## src/mvm_pkg.sv

```systemverilog
// ----------------------------------------------------------------------------
// mvm_pkg: shared types and constants for the matrix-vector multiplier
// Item layouts, function codes, register indexes and sequencer states.
// ----------------------------------------------------------------------------
`default_nettype none

package mvm_pkg;

   // default store dimension
   localparam int MAX_DIM_DEF = 8;

   // data format: signed Q16.16
   localparam int VALUE_W = 32;
   localparam int Q_FRAC  = 16;

   // function codes of an input item
   localparam logic [1:0] FUNC_MATRIX  = 2'd0;
   localparam logic [1:0] FUNC_VECTOR  = 2'd1;
   localparam logic [1:0] FUNC_COMPUTE = 2'd2;

   // configuration register indexes
   localparam logic CSR_ROW_COUNT = 1'b0;
   localparam logic CSR_COL_COUNT = 1'b1;

   // reset value of both count registers
   localparam logic [3:0] COUNT_RESET = 4'd8;

   typedef struct packed {
      logic [1:0]                func;
      logic [2:0]                row;
      logic [2:0]                col;
      logic signed [VALUE_W-1:0] value;
      logic [3:0]                vector_length;
   } req_type;

   typedef struct packed {
      logic [2:0]                index;
      logic signed [VALUE_W-1:0] result;
      logic                      dim_error;
      logic                      last;
   } rsp_type;

   typedef enum logic [1:0] {
      ST_IDLE,
      ST_FETCH,
      ST_DRAIN
   } state_type;

endpackage

`default_nettype wire

```

## src/mvm_store.sv

```systemverilog
// ----------------------------------------------------------------------------
// mvm_store: matrix and vector element memories
// One write port per memory; both read at the same column in the same cycle,
// read data registered.
// ----------------------------------------------------------------------------
`default_nettype none

module mvm_store #(
   parameter int MAX_DIM = mvm_pkg::MAX_DIM_DEF,
   localparam int IDX_W = (MAX_DIM > 1) ? $clog2(MAX_DIM) : 1
) (
   input  logic                              clock,
   input  logic                              reset,
   input  logic                              wr_mat,
   input  logic                              wr_vec,
   input  logic [IDX_W-1:0]                  wr_row,
   input  logic [IDX_W-1:0]                  wr_col,
   input  logic signed [mvm_pkg::VALUE_W-1:0] wr_value,
   input  logic                              rd_en,
   input  logic [IDX_W-1:0]                  rd_row,
   input  logic [IDX_W-1:0]                  rd_col,
   output logic                              rd_valid,
   output logic signed [mvm_pkg::VALUE_W-1:0] rd_mat,
   output logic signed [mvm_pkg::VALUE_W-1:0] rd_vec
);
   import mvm_pkg::*;

   localparam int MAT_DEPTH = MAX_DIM * MAX_DIM;
   localparam int MA_W      = (MAT_DEPTH > 1) ? $clog2(MAT_DEPTH) : 1;

   logic [VALUE_W-1:0] mat_mem [MAT_DEPTH];
   logic [VALUE_W-1:0] vec_mem [MAX_DIM];

   logic [MA_W-1:0]    wr_addr;
   logic [MA_W-1:0]    rd_addr;
   logic [VALUE_W-1:0] rd_mat_ff;
   logic [VALUE_W-1:0] rd_vec_ff;
   logic               rd_valid_ff;
   logic               rd_valid_in;

   // row-major element address
   assign wr_addr = MA_W'(wr_row) * MA_W'(MAX_DIM) + MA_W'(wr_col);
   assign rd_addr = MA_W'(rd_row) * MA_W'(MAX_DIM) + MA_W'(rd_col);

   // write ports
   always_ff @(posedge clock) begin
      if (wr_mat) begin
         mat_mem[wr_addr] <= wr_value;
      end
      if (wr_vec) begin
         vec_mem[wr_col] <= wr_value;
      end
   end

   // registered read port
   always_ff @(posedge clock) begin
      if (rd_en) begin
         rd_mat_ff <= mat_mem[rd_addr];
         rd_vec_ff <= vec_mem[rd_col];
      end
   end

   assign rd_valid_in = rd_en;

   always_ff @(posedge clock) begin
      if (reset) begin
         rd_valid_ff <= 1'b0;
      end else begin
         rd_valid_ff <= rd_valid_in;
      end
   end

   assign rd_valid = rd_valid_ff;
   assign rd_mat   = rd_mat_ff;
   assign rd_vec   = rd_vec_ff;

endmodule

`default_nettype wire

```

## config.mk

```make
export PLATFORM = sky130hd
export DESIGN_NAME = mvm_store
export DESIGN_NICKNAME = d
export VERILOG_FILES = /design/src/mvm_pkg.sv /design/src/mvm_store.sv
export SDC_FILE = /design/constraint.sdc
export NUM_CORES = 2
export LEC_CHECK = 0
export ABC_AREA = 1
export ABC_CLOCK_PERIOD_IN_PS = 8300
export BUFFER_PORTS_ARGS = -buffer_cell sky130_fd_sc_hd__buf_2
export CELL_PAD_IN_SITES_DETAIL_PLACEMENT = 1
export CELL_PAD_IN_SITES_GLOBAL_PLACEMENT = 1
export CORE_ASPECT_RATIO = 0.75
export CORE_MARGIN = 10
export CORE_UTILIZATION = 38
export CTS_BUF_LIST = sky130_fd_sc_hd__clkbuf_4 sky130_fd_sc_hd__clkbuf_8
export DETAILED_ROUTE_END_ITERATION = 8
export PLACE_DENSITY = 0.62
export SLEW_MARGIN = 20
export SYNTH_ARGS = -nofsm -noshare
export SYNTH_HDL_FRONTEND = slang
export SYNTH_SLANG_ARGS = --single-unit
```

## constraint.sdc

```tcl
create_clock -name clock -period 8.3 [get_ports clock]
set_input_delay 1.245 -clock clock [delete_from_list [all_inputs] [get_ports clock]]
set_output_delay 1.245 -clock clock [all_outputs]
set_load 0.005 [all_outputs]
```

# Yosys cells after proc, flatten, opt, wreduce, memory -nomap -nowiden
# Memory sizes are Yosys's and may differ from the RTL's. A register that Yosys moved wholly into a read port is not among the register bits.
# Index checks and enable logic that the tools add are counted.
# W data, S select, Z words.
[op_classes]
addsub = 2
muxes = 4
[ops]
columns = ["operator", "count"]
rows = [
  ["$add A6 B3 Y6", 2],
  ["$mux W1", 4],
]
[totals]
reg_bits = 1
mem_bits_rw = 2304
input_bits = 49
out_inout_bits = 65
word_cells = 9
mem_count = 2
[mem_list]
columns = ["name", "depth", "word_bits", "read_ports", "rd_clocked_by_memory_dff", "wr", "line", "text"]
rows = [
  ["mat_mem", 64, 32, 1, 1, 1, "mvm_store.sv:31", "logic [VALUE_W-1:0] mat_mem [MAT_DEPTH];"],
  ["vec_mem", 8, 32, 1, 1, 1, "mvm_store.sv:32", "logic [VALUE_W-1:0] vec_mem [MAX_DIM];"],
]

# Logic depth before layout (Yosys ltp)
[depth]
depth_word = 2
depth_mapped = 13
depth_no_buf = 9

# Worst setup path after synthesis
# Ideal clock, no wire load.
[synth_path]
kind = "input to register"
start = "in wr_col[0]"
end = "mem vec_mem[3][0], enable pin"
arrival_time_ns = 4.771
required_ns = 7.798
slack_ns = 3.027
stages = 3
path_buffers = 1
cell_sequence = "clkbuf_1 -> inv_1 -> nor4_1"
[synth_rtl]
columns = ["element", "line", "text"]
rows = [
  ["start, declared", "mvm_store.sv:17", "input logic [IDX_W-1:0] wr_col,"],
  ["end, declared", "mvm_store.sv:32", ""],
]
# No word-level cell before the write port.

# Worst setup path in the final report
[layout_path]
start = "in rd_col[0]"
end = "reg rd_mat_ff[15], in the netlist rd_mat[15], read port of mat_mem (data pin)"
[layout_between]
elab_chain_cells = 1
[layout_rtl]
columns = ["element", "line", "text"]
rows = [
  ["start, declared", "mvm_store.sv:21", "input logic [IDX_W-1:0] rd_col,"],
  ["$add A6 B3 Y6", "mvm_store.sv:43", "assign rd_addr = MA_W'(rd_row) * MA_W'(MAX_DIM) + MA_W'(rd_col);"],
  ["end, declared", "mvm_store.sv:36", "logic [VALUE_W-1:0] rd_mat_ff;"],
]
# Every way passes these cells.
# A chain may end at the register's enable or synchronous reset.

==> reports/results.tsv <==
metric	value	unit
finalHoldViolCount	0	
total_power	24800	µW
detailed_route_via_count	63106	
power.share.switching	24.6	%
cellInternalPower	18700	µW
die_h	451	µm
drt_wl_total	317000	µm
grt_first_pass_wirelength	456000	µm
timing.critical_path.to_type	flop	
ys.warnings.count	0	
worst-endpoint-required	9.04	ns
setup_repair_after_global_routing_missed_its_margin	false	
cts.clk_slew.worst_paths	0.07	ns
period_share	53.3	%
initial_antenna_violation_count	29	
initial_utilization	38.1	%
syn-num-nets	7593	
setup_violations	0	
yosys.cell_types.count	23	
cts_buffers	383	
drv.max_cap_violation_count	0	
final_util	42.7	%
syn_area_per_cell	12.5	µm²
floorplan.die_area	0.268	mm²
pwr-share-comb	6.5	%
synth_largest_area_cell	edfxtp_1	
die_w	595	µm
timing.hold.worst.class	input pin to flop	
post_synth_instance_area	0.0941	mm²
route.antenna.remaining_nets	0	
synth_enable_flop_cells	2368	
p_clk_share	39.4	%
min_delay_path_depth	2	
worst_clock_skew	0.0907	ns
ys_async_rst_share	0	%
clock-sinks	2369	
final_layout_size_suffix_gt1_share	11.7	%
cp_top_family	buffers and inverters	
power_density	235	mW/mm²
drt-initial-drc-count	7356	
achievable-frequency	226	MHz
rows	158	
critical_path.startpoint_type	input pin	
area_growth	12.0	%
final_net_count	7767	
cp.buffers_inverters	3	
post_layout_worst_setup_margin	3.87	ns
synth.yosys.seq_area_share	75.6	%
place.gp.congestion	0.772	
first_global_vias	64033	
critical_path_peak_fanout	219	
num_io_pins	114	
part_of_the_total_power_dissipated_in_sequential_elements	54.1	%
cp_num_cells	11	
synthDominantCellAreaShare	75.6	%
cts_setup_buffers	0	
critical_path.slowest_cell	buf_12	
setup_slack_after_placement	2.95	ns
tightestPinTransition	1.14	ns
port-buffer-count	113	
cts_root_buffer	clkbuf_8	
core	0.247	mm²
cts_tree	yes	
cellLeakagePower	0.0364	µW
reg2regPathDepth	8	
ir_worst_vdd	0.138	mV
leading_cell_type_in_the_layout_fill_and_taps_excluded	edfxtp_1	
grt_max_degree	220	
layout_common_cells	2368 x edfxtp_1, 2260 x nand2_1, 1903 x nand3_1	
post-route-min-period	4.43	ns
grt.overflow.total	0	
setup_total_negative_slack	0	ns
drt-pass1-iter-count	5	
timing.slew.headroom	23.8	%
ys_ff_latch	2369	
max_stage_delay	0.66	ns
total_switching_power	6090	µW
cts_hold_buf	0	
syn_inst	7544	
grt_overall_usage	22.8	%
post_synth_main_area_contributors	edfxtp_1 76%, nand3_1 10%, nand2_1 9.0%	
crit_path_dat	5.17	ns
run_status	completed	
cts-htree-levels	5	
post_drt_via_cell_ratio	5.59	
finalMaxSlewViolations	0	
post-dp-hpwl	162000	µm
cts_resized	0	
drt_drc_violations_left	0	
worstSkewPairLatency	1.05	ns
yosys_most_used_dff	edfxtp_1	
cts_buffer_depth	4	
crit_type	input pin to flop	
wire_per_inst	28.0	µm
critical_path.cell_chain	buf_8, clkinv_16, buf_12, nand2_1, nand3_1, nand3_1, nand3_1, nand3_1, nand2_1, nand2_1, nand2_1	
final_hold_slack	0.420	ns
==> synth_stat cells (14+ instances only) <==
library cell  instances
buf_1                43
buf_6                22
clkbuf_1            119
nand3_1            1903
a31oi_1              32
inv_1                14
buf_2               224
o21ai_1              20
buf_4                87
nor2_1              292
edfxtp_1           2368
nand2_1            2260
o22ai_1              32
o21ai_0             108
==> cells by family (layout without fill, tap and decap cells) <==
| family | after synthesis | after routing | share of synthesized area (%) |
|---|---|---|---|
| AO/OA/AOI/OAI | 192 | 192 | 1.11 |
| buffers and inverters | 514 | 970 | 2.89 |
| flip-flops | 2369 | 2369 | 75.6 |
| other | 0 | 10 | 0 |
| AND/OR/NAND/NOR | 4469 | 4469 | 20.4 |
==> metrics by stage <==
step	cell area, µm²	std cells
2_1_floorplan	94100	7544
3_3_place_gp	98200	10612
3_5_place_dp	98200	10612
4_1_cts	105000	11279
5_1_grt	105000	11281
6_report	105000	11290
==> state kept, by name, summed over array words and instances (netlist names) <==
| register | cells |
|---|---|
| rd_vec | 32 |
| mat_mem | 2048 |
| rd_mat | 32 |
| vec_mem | 256 |
| rd_valid | 1 |
==> worst paths after layout <==
check                                                from                    to  slack, ns
worst max register to register  mat_mem[63][15]$_DFFE_PP_  rd_mat[15]$_DFFE_PP_       6.06
worst min register to register   vec_mem[3][27]$_DFFE_PP_  rd_vec[27]$_DFFE_PP_       0.64
worst max-delay path                            rd_col[0]  rd_mat[15]$_DFFE_PP_       3.87
worst min-delay path                                reset   rd_valid$_SDFF_PP0_       0.42
==> cell type report <==
| cell class | count | area, µm² |
|---|---|---|
| Tap cell | 3280 | 4100 |
| Antenna cell | 10 | 25.0 |
| Timing Repair Buffer | 285 | 2120 |
| Clock inverter | 150 | 762 |
| Sequential cell | 2369 | 71100 |
| Clock buffer | 517 | 6320 |
| Fill cell | 25814 | 141000 |
| Inverter | 18 | 124 |
| Multi-Input combinational cell | 4661 | 20800 |
==> per-layer routing <==
metal | vias to the layer above | wire length [µm] | global-route usage, %
li1 | 27384 | - | -
met1 | 32693 | 145000 | 33.7
met2 | 2511 | 140000 | 35.2
met3 | 514 | 23500 | 3.25
met4 | 4 | 8390 | 6.18
met5 | - | 27 | 0
==> power by group through the flow <==
stage                     combinational [µW]  clock [µW]  sequential, µW
after floorplan                          815           0           13600
final                                   1600        9770           13400
after detailed placement                1600           0           13600
after CTS                               1610        9940           13400
after global placement                  1570           0           13600
after global routing                    1740       10500           13400
Note: power is estimated with default switching activity, not from simulation.
