[config.mk]
export PLATFORM = sky130hd
export DESIGN_NAME = mvm_mac
export DESIGN_NICKNAME = d
export VERILOG_FILES = /design/src/mvm_pkg.sv /design/src/mvm_mac.sv
export SDC_FILE = /design/constraint.sdc
export NUM_CORES = 2
export LEC_CHECK = 0
export BUFFER_PORTS_ARGS = -buffer_cell sky130_fd_sc_hd__buf_4
export CAP_MARGIN = 30
export CORE_AREA = 2 2 395 397
export DETAILED_ROUTE_END_ITERATION = 12
export DIE_AREA = 0 0 397 399
export PLACE_DENSITY_LB_ADDON = 0.3
export SLEW_MARGIN = 0
export SYNTH_ARGS = -nofsm -noshare
export SYNTH_HDL_FRONTEND = slang
export SYNTH_SLANG_ARGS = --single-unit
[constraint.sdc]
create_clock -name clock -period 16.6 [get_ports clock]
set_input_delay 0 -clock clock [delete_from_list [all_inputs] [get_ports clock]]
set_output_delay 0 -clock clock [all_outputs]
set_load 0.1 [all_outputs]
[src/mvm_pkg.sv]
// ----------------------------------------------------------------------------
// mvm_pkg: shared types and constants for the matrix-vector multiplier
// Item layouts, function codes, register indexes and sequencer states.
// ----------------------------------------------------------------------------
`default_nettype none

package mvm_pkg;

   // default store dimension
   localparam int MAX_DIM_DEF = 8;

   // data format: signed Q16.16
   localparam int VALUE_W = 32;
   localparam int Q_FRAC  = 16;

   // function codes of an input item
   localparam logic [1:0] FUNC_MATRIX  = 2'd0;
   localparam logic [1:0] FUNC_VECTOR  = 2'd1;
   localparam logic [1:0] FUNC_COMPUTE = 2'd2;

   // configuration register indexes
   localparam logic CSR_ROW_COUNT = 1'b0;
   localparam logic CSR_COL_COUNT = 1'b1;

   // reset value of both count registers
   localparam logic [3:0] COUNT_RESET = 4'd8;

   typedef struct packed {
      logic [1:0]                func;
      logic [2:0]                row;
      logic [2:0]                col;
      logic signed [VALUE_W-1:0] value;
      logic [3:0]                vector_length;
   } req_type;

   typedef struct packed {
      logic [2:0]                index;
      logic signed [VALUE_W-1:0] result;
      logic                      dim_error;
      logic                      last;
   } rsp_type;

   typedef enum logic [1:0] {
      ST_IDLE,
      ST_FETCH,
      ST_DRAIN
   } state_type;

endpackage

`default_nettype wire

[src/mvm_mac.sv]
// ----------------------------------------------------------------------------
// mvm_mac: shared multiply-accumulate unit
// Registered 32x32 product, exact wide accumulator, floor to Q16.16 and
// saturate to 32 bits.
// ----------------------------------------------------------------------------
`default_nettype none

module mvm_mac #(
   parameter int MAX_DIM = mvm_pkg::MAX_DIM_DEF
) (
   input  logic                              clock,
   input  logic                              reset,
   input  logic                              in_valid,
   input  logic signed [mvm_pkg::VALUE_W-1:0] mat_value,
   input  logic signed [mvm_pkg::VALUE_W-1:0] vec_value,
   input  logic                              clear,
   output logic                              busy,
   output logic signed [mvm_pkg::VALUE_W-1:0] sum_sat
);
   import mvm_pkg::*;

   localparam int CNT_W  = $clog2(MAX_DIM + 1);
   localparam int PROD_W = 2 * VALUE_W;
   localparam int ACC_W  = PROD_W + CNT_W;

   localparam logic signed [ACC_W-1:0] SAT_HI =
      {{(ACC_W - VALUE_W + 1){1'b0}}, {(VALUE_W - 1){1'b1}}};
   localparam logic signed [ACC_W-1:0] SAT_LO =
      {{(ACC_W - VALUE_W + 1){1'b1}}, {(VALUE_W - 1){1'b0}}};

   logic signed [PROD_W-1:0] prod_ff;
   logic signed [PROD_W-1:0] prod_in;
   logic                     prod_valid_ff;
   logic signed [ACC_W-1:0]  acc_ff;
   logic signed [ACC_W-1:0]  acc_in;
   logic signed [ACC_W-1:0]  acc_floor;

   // product stage
   assign prod_in = mat_value * vec_value;

   always_ff @(posedge clock) begin
      if (in_valid) begin
         prod_ff <= prod_in;
      end
   end

   // accumulate stage, clear between rows
   always_comb begin
      acc_in = acc_ff;
      if (clear) begin
         acc_in = '0;
      end else if (prod_valid_ff) begin
         acc_in = acc_ff + ACC_W'(prod_ff);
      end
   end

   always_ff @(posedge clock) begin
      if (reset) begin
         prod_valid_ff <= 1'b0;
         acc_ff        <= '0;
      end else begin
         prod_valid_ff <= in_valid;
         acc_ff        <= acc_in;
      end
   end

   // floor to Q16.16, then saturate
   assign acc_floor = acc_ff >>> Q_FRAC;

   always_comb begin
      if (acc_floor > SAT_HI) begin
         sum_sat = 32'sh7FFF_FFFF;
      end else if (acc_floor < SAT_LO) begin
         sum_sat = 32'sh8000_0000;
      end else begin
         sum_sat = acc_floor[VALUE_W-1:0];
      end
   end

   assign busy = prod_valid_ff;

endmodule

`default_nettype wire

# [Word level (Yosys, flattened, before mapping)]
# Cells that the tools add are included.
[classes] n_mux=2 addsub=1 reduce_logical=1 mul=1 magnitude_cmp=2
[ops] operator="adder 68 x 64 -> 68 bit" n=1
[ops] operator="multiplier 32 x 32 -> 64 bit" n=1
[ops] operator="two-way mux 32 bit" n=2
[ops] operator="> comparator 52 x 32 -> 1 bit, second input constant" n=1
[ops] operator="< comparator 52 x 32 -> 1 bit, second input constant" n=1
[ops] operator="OR reduction 2 bit" n=1
[word_totals] output_inout_bits=33 inputBits=68 reg_bits=133

# [Depth between registers and ports, before layout]
[depth] depth_word=3 mapped_depth=29 depth_no_buf=27

# [Worst setup path before layout]
# No wires, ideal clock.
[synth_path] path_kind="input to register" from="input port vec_value[3] (netlist name)" to="register prod_ff[62], data pin" arrival_ns=7.487 path_slack_ns=8.851 required_ns=16.338 setup_ns=0.262 cell_stages=25 path_cell_list="clkbuf_1 -> nand2_1 -> fa_1 -> fa_1 -> inv_1 -> fa_1 -> inv_1 -> fa_1 -> inv_1 -> fa_1 -> fa_1 -> fa_1 -> fa_1 -> ha_1 -> a21o_1 -> a21oi_1 -> o21bai_1 -> a21oi_1 -> o21ai_0 -> a211o_1 -> a21oi_1 -> o41ai_1 -> a21oi_1 -> o21ai_1 -> xor2_1"
[synth_via] elab_chain_len=1
[synth_rtl] element="start, declared" line="mvm_mac.sv:15" source="input logic signed [mvm_pkg::VALUE_W-1:0] vec_value,"
[synth_rtl] element="multiplier 32 x 32 -> 64 bit" line="mvm_mac.sv:39" source="assign prod_in = mat_value * vec_value;"
[synth_rtl] element="named net prod_in[62]" line="mvm_mac.sv:32" source="logic signed [PROD_W-1:0] prod_in;"
[synth_rtl] element="end signal, assigned" line="mvm_mac.sv:43" source="prod_ff <= prod_in;"
[synth_rtl] element="end, declared" line="mvm_mac.sv:31" source="logic signed [PROD_W-1:0] prod_ff;"
# The timed path passes the listed nets, and every way through them passes these cells.
# A chain may end at the register's enable or synchronous reset.

# [Worst setup path after layout]
[layout_path] from="input port mat_value[31] (netlist name)" to="register prod_ff[62], data pin"
[layout_via] elab_chain_len=1
[layout_rtl] element="start, declared" line="mvm_mac.sv:14" source="input logic signed [mvm_pkg::VALUE_W-1:0] mat_value,"
[layout_rtl] element="multiplier 32 x 32 -> 64 bit" line="mvm_mac.sv:39"
[layout_rtl] element="named net prod_in[62]" line="mvm_mac.sv:32"
# The timed path passes the listed nets, and every way through them passes these cells.

==> results.py <==
metrics = {
    "floorplanning": {
        "ioPinCount": 101,
        "row_count": 144,
        "die_area_um2": 158000,
        "die_y_um": 399,
        "initial_core_util_pct": 28.9,
        "core_area_um2": 154000,
        "chipWidth_um": 397,
    },
    "finish": {
        "drive_gt1_share_pct": 3.52,
        "area_growth_syn_to_layout_pct": 7.06,
        "final_nets": 6077,
        "final_common_cell": "fa_1",
        "layout_common_cells": "1,083 x fa_1, 1,002 x inv_1, 648 x nand2_1",
    },
    "routing": {
        "drtAntennaViolNets": 0,
        "dr_total_vias": 31500,
        "vias_per_cell": 4.67,
        "initialDrtViolationCount": 1929,
        "drt-pass1-iter-count": 5,
        "post_drt_wl_per_cell_um": 18.7,
        "drcViolationCount": 0,
        "wl_um": 126000,
    },
    "yosys": {
        "syn_area_um2": 44500,
        "ys_seq_area_share_pct": 7.43,
        "synth_cell_types": 75,
        "syn_avg_cell_area_um2": 9.28,
        "synth_edf_count": 64,
        "ys.warnings.count": 0,
        "syn_nets": 6195,
        "async_flop_share_pct": 0,
        "ys.flop_type": "dfxtp_1",
        "synth-seq-cells": 133,
        "synth_cells": 4793,
    },
    "status": {
        "status": "finished, final reports clean",
    },
    "worst_setup_path": {
        "arrival_ns": 8.23,
        "end_kind": "register",
        "crit_fanout": 32,
        "critical_path_class": "in2reg",
        "start_kind": "input port",
        "crit_required_ns": 16.79,
    },
    "clocking": {
        "h-tree-depth": 4,
        "cts_root_buf": "clkbuf_16",
        "clock_latency_ns": 0.44,
        "postCtsSetupBuffers": 0,
        "clockBufferDepth": 2,
        "cts_resized": 0,
        "clk_pin_slew_worst_paths_ns": 0.06,
        "cts.sinks": 133,
        "cts_made_buffers": 17,
        "cts_tree": "done",
    },
    "sta": {
        "slew_violations": 0,
        "hold_viol": 0,
        "rsz0062_at_grt": "false",
        "finClkSkew_ns": 0.0132,
        "worst_pin_slew_ns": 0.923,
        "fmax_mhz": 124,
        "slew_headroom_pct": 37.9,
        "hold-worst-slack_ns": 0.153,
        "worst_slack_ns": 8.55,
        "setup_tns_ns": 0,
        "timing.final.crit_share_pct": 48.5,
        "min_period_ns": 8.05,
        "setup_viol": 0,
    },
    "place": {
        "globalplace.congestion": 0.874,
        "place_ws_ns": 8.07,
        "dp_hpwl_um": 102000,
        "io_buffers": 100,
    },
    "global_route": {
        "grt_pass1_vias": 34800,
        "grt_first_pass_wirelength_um": 202000,
        "grt_util_all_layers_pct": 16.3,
        "grt_max_degree": 66,
        "antenna_found_initial": 7,
        "gr-total-overflow": 0,
    },
    "min_path": {
        "hold_class": "in2reg",
    },
    "flow_run": {
        "maxCapViolations": 0,
    },
}
==> per-stage QoR <==
stage	instance area (um^2)	util, %	instances
after floorplan	44500	-	4793
after global placement	46900	30.5	6697
after detailed placement	46900	30.5	6698
after CTS	47600	31.0	6732
after global routing	47600	31.0	6732
final	47600	31.0	6734
==> routing by layer <==
layer / vias up / part of all wire, % / track usage (%)
met1: 16500 / 48 / 23.5
li1: 14100 / - / -
met3: 76 / 6.5 / 2.96
met2: 749 / 44 / 25.8
met4: 4 / 1.2 / 2.55
met5: - / 0.017 / 0
==> cell families (layout without fill, tap and decap cells) <==
| group | count (synthesis) | count (layout) | synth area share, % |
|---|---|---|---|
| other | 0 | 2 | 0 |
| AO/OA/AOI/OAI | 435 | 435 | 6.52 |
| adder cells (fa/ha/maj) | 1334 | 1334 | 55.8 |
| buffers and inverters | 1246 | 1141 | 10.5 |
| flip-flops | 133 | 133 | 7.43 |
| multiplexers | 47 | 47 | 1.06 |
| XOR/XNOR | 134 | 134 | 2.64 |
| AND/OR/NAND/NOR | 1464 | 1464 | 16.0 |
==> synthesized netlist by cell type (3+ instances only) <==
cell | n | area share (%)
fa_1 | 1083 | 49
inv_1 | 1002 | 8.5
nand2_1 | 648 | 5.5
and2_1 | 503 | 7.1
ha_1 | 251 | 7.1
clkbuf_1 | 242 | 2.0
nor2_1 | 153 | 1.3
a21oi_1 | 141 | 1.6
xnor2_1 | 93 | 1.8
dfxtp_1 | 69 | 3.1
a21o_1 | 68 | 1.1
o21ai_0 | 68 | 0.77
edfxtp_1 | 64 | 4.3
mux2i_1 | 47 | 1.1
xor2_1 | 41 | 0.81
nand3_1 | 35 | 0.39
o21bai_1 | 27 | 0.46
nand4_1 | 26 | 0.37
nand2b_1 | 18 | 0.25
nor3_1 | 17 | 0.19
and3_1 | 16 | 0.23
a31oi_1 | 14 | 0.20
o21a_1 | 14 | 0.24
nor2b_1 | 13 | 0.18
a211oi_1 | 12 | 0.20
nor4_1 | 12 | 0.17
o21ai_1 | 11 | 0.12
o211ai_1 | 8 | 0.14
or2_2 | 6 | 0.084
or3_1 | 6 | 0.084
a211o_1 | 5 | 0.099
o221ai_1 | 5 | 0.099
o22ai_1 | 5 | 0.070
o31a_1 | 5 | 0.099
o31ai_1 | 4 | 0.068
a2111oi_0 | 3 | 0.059
a21boi_0 | 3 | 0.051
a221o_1 | 3 | 0.068
a311oi_1 | 3 | 0.059
and4_1 | 3 | 0.059
nor3b_1 | 3 | 0.051
==> state kept, by name, summed over array words and instances, names as in the netlist <==
name,count
acc_ff,68
busy,1
prod_ff,64
==> repair_timing <==
action,4_1_cts,5_1_grt
endpoints found under the setup margin,0,0
hold endpoints to repair,4,0
hold buffers,2,0
==> final cells by class <==
class | count | area (um^2)
well taps | 2044 | 2560
clock inverters | 11 | 196
multi-input cells | 3414 | 36500
clock buffers | 21 | 460
diodes | 2 | 5.00
flip-flops and latches | 133 | 3310
inverters | 1002 | 3760
fillers | 16100 | 106000
repair buffers | 107 | 821
==> critical path, cell delays in order <==
cell and delay [ns]:
buf_4 0.33, nand2_1 0.17, fa_1 0.57, fa_1 0.58
inv_1 0.07, fa_1 0.91, inv_1 0.14, fa_1 0.60
inv_1 0.57, fa_1 0.56, fa_1 0.56, fa_1 0.43
fa_1 0.48, ha_1 0.37, a21o_1 0.20, a21oi_1 0.23
o21bai_1 0.09, a21oi_1 0.20, o21ai_0 0.15, a211o_1 0.31
a21oi_1 0.12, o41ai_1 0.09, a21oi_1 0.23, o21ai_1 0.12
xor2_1 0.14
==> path summary, 6_finish.rpt <==
check                         start                 endpoint  slack, ns  cells past startpoint
min reg2reg  acc_ff[9]$_SDFFE_PP0P_   acc_ff[9]$_SDFFE_PP0P_       0.50                      2
max                   mat_value[31]    prod_ff[62]$_DFFE_PP_       8.55                     25
max reg2reg    prod_ff[0]$_DFFE_PP_  acc_ff[64]$_SDFFE_PP0P_      12.63                     14
min                        in_valid    prod_ff[12]$_DFFE_PP_       0.15                      1
Power is not shown: default switching activity piles up to over one toggle a cycle in this logic, so the estimate is an artifact.
